===== config.mk =====
export PLATFORM = sky130hd
export DESIGN_NAME = btrc_ram
export DESIGN_NICKNAME = d
export VERILOG_FILES = /design/src/rtl/bisulfite_trinuc_retention_counter_defines.svh /design/src/rtl/btrc_ram.sv
export SDC_FILE = /design/constraint.sdc
export NUM_CORES = 1
export LEC_CHECK = 0
export ABC_AREA = 1
export BUFFER_PORTS_ARGS = -buffer_cell sky130_fd_sc_hd__buf_2
export CORE_MARGIN = 5
export CORE_UTILIZATION = 40
export CTS_CLUSTER_DIAMETER = 30
export DETAILED_ROUTE_END_ITERATION = 7
export PLACE_DENSITY = 0.52
export RECOVER_POWER = 25
export REMOVE_ABC_BUFFERS = 1
export SLEW_MARGIN = 20
export SYNTH_ARGS = -nofsm -noshare
export SYNTH_HDL_FRONTEND = slang
export SYNTH_SLANG_ARGS = --single-unit

===== constraint.sdc =====
create_clock -name clk -period 2.75 [get_ports clk]
set_clock_uncertainty 0.05 [all_clocks]
set_input_delay 0.275 -clock clk [delete_from_list [all_inputs] [get_ports clk]]
set_output_delay 0.275 -clock clk [all_outputs]
set_load 0.01 [all_outputs]

===== src/rtl/bisulfite_trinuc_retention_counter_defines.svh =====
// assertion macros for the bisulfite trinucleotide retention counter
`ifndef BISULFITE_TRINUC_RETENTION_COUNTER_DEFINES_SVH
`define BISULFITE_TRINUC_RETENTION_COUNTER_DEFINES_SVH
`ifndef SYNTH
`define BTRC_ASSERT_NOW(lbl, en, cond) \
  lbl: assert property (@(posedge clk) disable iff (!rst_n) (en) |-> (cond)) \
    else $error("btrc assertion failed");
`define BTRC_ASSERT_NEXT(lbl, en, cond) \
  lbl: assert property (@(posedge clk) disable iff (!rst_n) (en) |=> (cond)) \
    else $error("btrc assertion failed");
`else
`define BTRC_ASSERT_NOW(lbl, en, cond)
`define BTRC_ASSERT_NEXT(lbl, en, cond)
`endif
`endif


===== src/rtl/btrc_ram.sv =====
// generic simple dual-port ram with registered read
`timescale 1ns / 1ps
`default_nettype none
module btrc_ram #(
  parameter int WIDTH = 8,
  parameter int DEPTH = 16
) (
  input  wire logic                     clk,
  input  wire logic                     wr_en,
  input  wire logic [$clog2(DEPTH)-1:0] wr_addr,
  input  wire logic [WIDTH-1:0]         wr_data,
  input  wire logic                     rd_en,
  input  wire logic [$clog2(DEPTH)-1:0] rd_addr,
  output logic      [WIDTH-1:0]         rd_data
);
  logic [WIDTH-1:0] mem [DEPTH];

  always_ff @(posedge clk) begin
    if (wr_en) mem[wr_addr] <= wr_data;
    if (rd_en) rd_data <= mem[rd_addr];
  end
endmodule
`default_nettype wire


# Yosys cells after proc, flatten, opt, wreduce, memory -nomap -nowiden
# Memory sizes are Yosys's and may differ from the RTL's. A register that Yosys moved wholly into a read port is not among the register bits.
# Cells that the tools add are included.
# Widths: inputs -> output; s select.
[classes] n_mux=2
[op_table] cell="$mux 1" count=2
[totals] wordCells=3 ramBits=128 reg_bits=0 out_inout_bits=8 memories=1
[memory_table] memory="mem" words=16 word_bits=8 read_ports=1 rd_ports_with_merged_regs=1 wr=1 line="btrc_ram.sv:16" rtl="logic [WIDTH-1:0] mem [DEPTH];"

# Longest topological paths before layout
# Gate-level depths: netlist of run 1.
[logic_depth] depth_word=2 depth_mapped=8 ltp_nobuf=7

# Worst setup path before layout of run 1
# Ideal clock, no wire load.
[synth_timing] path_type="input to register" from="in wr_addr[2]" to="mem mem[10][0] (enable)" slack_ps=1474 path_buffers=0 stages=2 t_required_ps=2330 arrival_time_ps=856 cell_sequence="nand3b_1 -> nor2_1"
[synth_lines] element="from (decl)" line="btrc_ram.sv:10" rtl="input wire logic [$clog2(DEPTH)-1:0] wr_addr,"
[synth_lines] element="to (decl)" line="btrc_ram.sv:16"
# No word-level cell before the write port.

# Final worst setup path of run 1
[layout_timing] from="in wr_addr[2]" to="mem mem[8][2] (enable)"
# No word-level cell before the write port.

==> results of run 1 <==
## cell usage in the layout, fill, tap and decap left out, drive strengths merged
master    Yosys  final
nand2       173    173
clkbuf        0     22
inv         102    104
bufinv        0      2
nor2         17     17
clkinvlp      0      5
nand3b        2      2
clkinv        0      6
nand3        97     97
buf          24     24
edfxtp      136    136
## kinds of logic after synthesis
group / after synthesis / synth area share [%]
simple gates: 289 / 20.8
flops: 136 / 69.8
buf+inv: 126 / 9.39
## state kept, by name (all words and copies together) (netlist names)
register / cells
mem: 128
rd_data: 8
## final timing paths
kind	end	slack [ns]
setup / recovery	mem[8][2]	1.28
hold / removal	mem[10][1]	0.26
setup reg to reg	rd_data[2]	1.52
hold reg to reg	rd_data[6]	0.71
## cell usage after synthesis
library cell,instances
inv_2,2
buf_1,1
buf_6,6
buf_2,13
nand2_1,173
nor2_1,17
buf_4,4
nand3_1,97
edfxtp_1,136
nand3b_1,2
inv_1,100
## metrics by stage
step / instances / worst slack, ns
final: 772 / 1.28
after global routing: 772 / 1.21
after CTS: 772 / 1.32
after detailed placement: 740 / 0.859
after global placement: 740 / 0.872
after floorplan: 527 / 1.30
## critical path: cells and delay by family
kind	cells	cell delay, ns
buffers and inverters	1	0.12
and+or+nand+nor	2	1.07
## where the power goes
part	switching, mW	internal [mW]	leakage (nW)
clock	0.885	1.33	0.271
sequential	0.0145	2.34	1.24
combinational	0.203	0.0726	1.30
total	1.10	3.74	2.81
## metal layers
layer | up-vias | wire length, um | global-route usage [%]
met5 | - | 0 | 0
met4 | 0 | 420 | 9.01
met3 | 24 | 757 | 3.90
met2 | 113 | 6470 | 27.3
met1 | 1774 | 6360 | 23.8
li1 | 1832 | - | -
## layout make-up
| class | instances | area share [%] |
|---|---|---|
| flip-flops and latches | 136 | 61.4 |
| multi-input cells | 289 | 18.3 |
| clock buffers | 17 | 6.40 |
| inverters | 102 | 5.76 |
| well taps | 184 | 3.46 |
| repair buffers | 29 | 2.39 |
| clock inverters | 15 | 2.30 |
==> results by group, run 1 <==
Outcome
  • Outcome: finished, final reports clean

Setup path
  • Required time worst endpoint: 2.74 ns
  • Reg2Reg Launch Point: mem[9][2]
  • Worst path arrival time: 1.46 ns
  • Beginning of the critical path: wr_addr[2]
  • Startpoint Class: input port
  • Worst r2r path cells: 6
  • Crit-path cells: buf_2 > nand3b_1 > nor2_1
  • CP Max Fanout: 8
  • CP max stage cell: nor2_1
  • Crit end category: flip-flop
  • Max incr delay on CP: 0.83 ns
  • Setup CP Type: input port to flip-flop

Layout
  • Ratio of cells with drive above 1 in the final layout: 9.86%
  • Final instance area: 6650 um2
  • Fin util: 46.1%
  • Ant diodes: 0
  • Final nets: 594
  • Layout fillers: 1374
  • Area Growth Syn to Fin: 13.7%
  • Area of the multi-input gates: 1210 um2
  • Sequential cell area: 4080 um2

Floorplanning
  • Die W: 131 um
  • Rows: 44
  • Chip height: 131 um
  • Io pins: 27
  • Die ar.: 17100 um2
  • Initial Utilization: 40.5%
  • CORE AREA: 14400 um2

Global route
  • First-pass GRT wire length: 21.9 mm
  • Initial antenna violation count: 0
  • Vias in the first global route: 3774
  • Largest net degree at the start of global routing: 65
  • Overflow after GRT: 0
  • Total GRT Usage: 17.8%

Logic synthesis
  • Sequential area share after synthesis: 69.8%
  • Synth Instances: 551
  • Main area contributors after synthesis: edfxtp_1 70%, nand2_1 11%, nand3_1 8.3%
  • Synthesized area: 5850 um2
  • Synth area leader: edfxtp_1
  • #FFs+latches synth: 136
  • Syn. warnings: 0
  • Synth top area share: 69.8%
  • Distinct cell type count after synthesis: 11
  • Synthesized area per cell: 10.6 um2

Power and ir drop
  • Power Total: 4.84 mW
  • Leak: 2.81 nW
  • Worst vdd ir: 0.410 mV
  • Power Density: 729 nW/um2

Route
  • DR vias: 3743
  • WL final: 14.0 mm
  • Drt pass-1 iters: 5
  • DRC errors left: 0
  • Antenna Nets Post-Route: 0
  • Initial DRC count: 371
  • DR WL/cell: 18.1 um
  • Vias/cell: 4.85

Placement
  • Placed cell area: 6080 um2
  • IO buf count: 26
  • Dpl hpwl: 8.70 mm
  • Routability Congestion: 0.779

Flow run
  • Max cap viols: 0

STA
  • Max_slew headroom: 30.3%
  • Fin crit share: 53.6%
  • RSZ-0062 raised after global routing: no
  • Final hold vios: 0
  • Min Clock Period, post-route: 1.47 ns
  • Final setup fails: 0
  • Tightest Pin Transition: 1.04 ns
  • Final slew viol count: 0
  • Hold Worst Slack: 0.256 ns
  • Fmax: 0.679 GHz
  • Total Neg Setup Slack: 0 ns

Worst hold path
  • Hold Startpoint: wr_data[1]
  • HP Class: input port to flip-flop
  • WHS Path Cells: 1

Clock tree
  • Post-cts resize count: 0
  • CTS max path bufs: 2
  • Inserted Clock Buffers: 17
  • Clock Sinks: 136
  • H-tree depth: 4
  • Reg clk slew, reported paths: 0.06 ns
  • Postcts setup bufs: 0
  • CTS tree: yes
  • Hold buffers post-CTS: 0
  • Clock Root Buffer: clkbuf_16
  • Clock latency on the worst-skew pair: 0.42 ns
No activity file was read; power rests on OpenSTA's default activity.
==> run 2, diff against run 1 <==
==> constraint.sdc (replaced) <==
create_clock -name clk -period 1.5 [get_ports clk]
set_clock_uncertainty 0.05 [all_clocks]
set_input_delay 0.15 -clock clk [delete_from_list [all_inputs] [get_ports clk]]
set_output_delay 0.15 -clock clk [all_outputs]
set_load 0.01 [all_outputs]
==> run 2 against run 1 <==
Compared with the run above: clock power grew 75%; combinational power grew 89%; sequential power grew 83%; register-to-register slack lost 1.2 ns; wire length shrank 5.5%.
==> results by group, run 2 (synthesis results as in run 1) <==
Setup path
  • Max incr delay on CP: 0.43 ns (-0.40 ns)
  • R2R setup slack: 0.30 ns (-1.22 ns)
  • Worst r2r path cells: 6 (unchanged)
  • CP Max Fanout: 1 (-7)
  • Crit end category: primary output
  • WP buf/inv: 1 (unchanged)
  • CP max stage cell: edfxtp_1
  • Delay-heaviest family, CP: flip-flops
  • Startpoint Class: flip-flop
  • Worst path arrival time: 1.02 ns (-0.44 ns)
  • Crit-path cells: buf_2
  • Required time worst endpoint: 1.30 ns (-1.44 ns)
  • Crit path depth: 1 (-2)
  • Setup CP Type: flip-flop to primary output

STA
  • Final slew viol count: 0 (unchanged)
  • Hold Worst Slack: 0.0605 ns (-0.195 ns)
  • Max_slew headroom: 47.5% (+17 points)
  • Final hold vios: 0 (unchanged)
  • RSZ-0062 raised after global routing: no
  • Min Clock Period, post-route: 1.22 ns
  • Fin crit share: 81.5%
  • Final setup fails: 0 (unchanged)
  • Fmax: 0.818 GHz
  • Tightest Pin Transition: 0.788 ns (-0.253 ns)
  • Total Neg Setup Slack: 0 ns (unchanged)

Clock tree
  • Clock Root Buffer: clkbuf_16
  • H-tree depth: 4 (unchanged)
  • Clock latency on the worst-skew pair: 0.42 ns (about the same)
  • Hold buffers post-CTS: 0 (unchanged)
  • Clock Sinks: 136 (unchanged)
  • Postcts setup bufs: 0 (unchanged)
  • Inserted Clock Buffers: 17 (unchanged)
  • CTS tree: yes
  • Post-cts resize count: 0 (unchanged)
  • Reg clk slew, reported paths: 0.06 ns (about the same)
  • CTS max path bufs: 2 (unchanged)

Global route
  • Overflow after GRT: 0 (unchanged)
  • Largest net degree at the start of global routing: 60 (-7.7%)
  • Vias in the first global route: 3652 (-3.2%)
  • First-pass GRT wire length: 20.7 mm (-5.6%)
  • Initial antenna violation count: 0 (unchanged)
  • Total GRT Usage: 16.7% (-1.1 points)

Layout
  • Ant diodes: 0 (unchanged)
  • Layout fillers: 1364 (-0.73%)
  • Most common cell after layout, fill and taps aside: nand2_1
  • Commonest non-fill, non-tap cells in the layout: 173 x nand2_1, 136 x edfxtp_1, 100 x inv_1
  • Biggest register: mem
  • Ratio of cells with drive above 1 in the final layout: 12.7% (+2.8 points)
  • Area of the multi-input gates: 1210 um2 (unchanged)
  • Fin cells: 798 (+3.4%)
  • Final nets: 621 (+4.5%)
  • Largest regs: mem x128, rd_data x8
  • Area Growth Syn to Fin: 17.0%
  • Sequential cell area: 4080 um2 (unchanged)
  • Largest register FFs: 128 (unchanged)

Route
  • Antenna Nets Post-Route: 0 (unchanged)
  • Drt pass-1 iters: 4 (-1)
  • WL final: 13.2 mm (-5.5%)
  • Initial DRC count: 363 (-2.2%)
  • DRC errors left: 0 (unchanged)
  • Vias/cell: 4.83 (-0.29%)
  • DR WL/cell: 16.6 um (-8.6%)
  • DR vias: 3858 (+3.1%)

Outcome
  • Outcome: finished, final reports clean

Placement
  • Dpl cells: 767 (+3.6%)
  • IO buf count: 26 (unchanged)
  • Dpl hpwl: 8.83 mm (+1.5%)
  • Routability Congestion: 0.800 (+2.6%)

Floorplanning
  • Rows: 44 (unchanged)
  • Chip height: 131 um (unchanged)
  • Die ar.: 17100 um2 (unchanged)
  • Io pins: 27 (unchanged)
  • Die W: 131 um (unchanged)
  • CORE AREA: 14400 um2 (unchanged)
  • Initial Utilization: 40.5% (unchanged)

Power and ir drop
  • Leak: 2.95 nW (+5.0%)
  • Power Density: 1270 nW/um2 (+75%)
  • Worst vdd ir: 0.787 mV (+92%)

Worst hold path
  • HP Class: input port to flip-flop
  • WHS Path Cells: 1 (unchanged)

Flow run
  • Max cap viols: 0 (unchanged)
-- run 2: changes by cell type in the layout (fill, tap and decap cells not counted), sizes merged --
cell      before  now
buf           24   51
clkbuf        22   24
clkinv         6    8
clkinvlp       5    2
inv          104  102
-- run 2: final cells by class --
class                   count  area share, %
repair buffers             56           5.65
multi-input cells         289           17.7
well taps                 184           3.37
clock buffers              19           6.33
flip-flops and latches    136           59.7
inverters                 102           5.60
clock inverters            12           1.61
-- run 2: where the power goes --
part / leakage (nW) / switching [mW] / internal [mW]
Combinational: 1.45 / 0.357 / 0.166
Clock: 0.262 / 1.48 / 2.39
Sequential: 1.24 / 0.0241 / 4.28
Total: 2.95 / 1.86 / 6.84
-- run 2: path summary, 6_finish.rpt --
check             startpoint          to
setup / recovery  rd_data[2]  rd_data[2]
hold / removal         rd_en  rd_data[6]
hold reg to reg   mem[10][6]  rd_data[6]
setup reg to reg   mem[1][7]  rd_data[7]
-- run 2: metal layers --
metal | global-route usage (%) | up-vias | routed length (um)
met5 | 0 | - | 0
met4 | 8.77 | 0 | 370
met3 | 3.74 | 24 | 516
met2 | 25.3 | 71 | 6200
met1 | 22.5 | 1882 | 6140
li1 | - | 1881 | -
-- run 2: through the flow --
stage	area [um2]	setup slack, ns	util [%]	power, mW
after CTS	6850	0.242	47.5	8.78
final	6840	0.278	47.4	8.71
after floorplan	5680	0.179	-	4.62
after detailed placement	6300	0.0965	43.7	4.92
after global placement	6300	0.0955	43.7	4.92
after global routing	6840	0.212	47.4	9.03
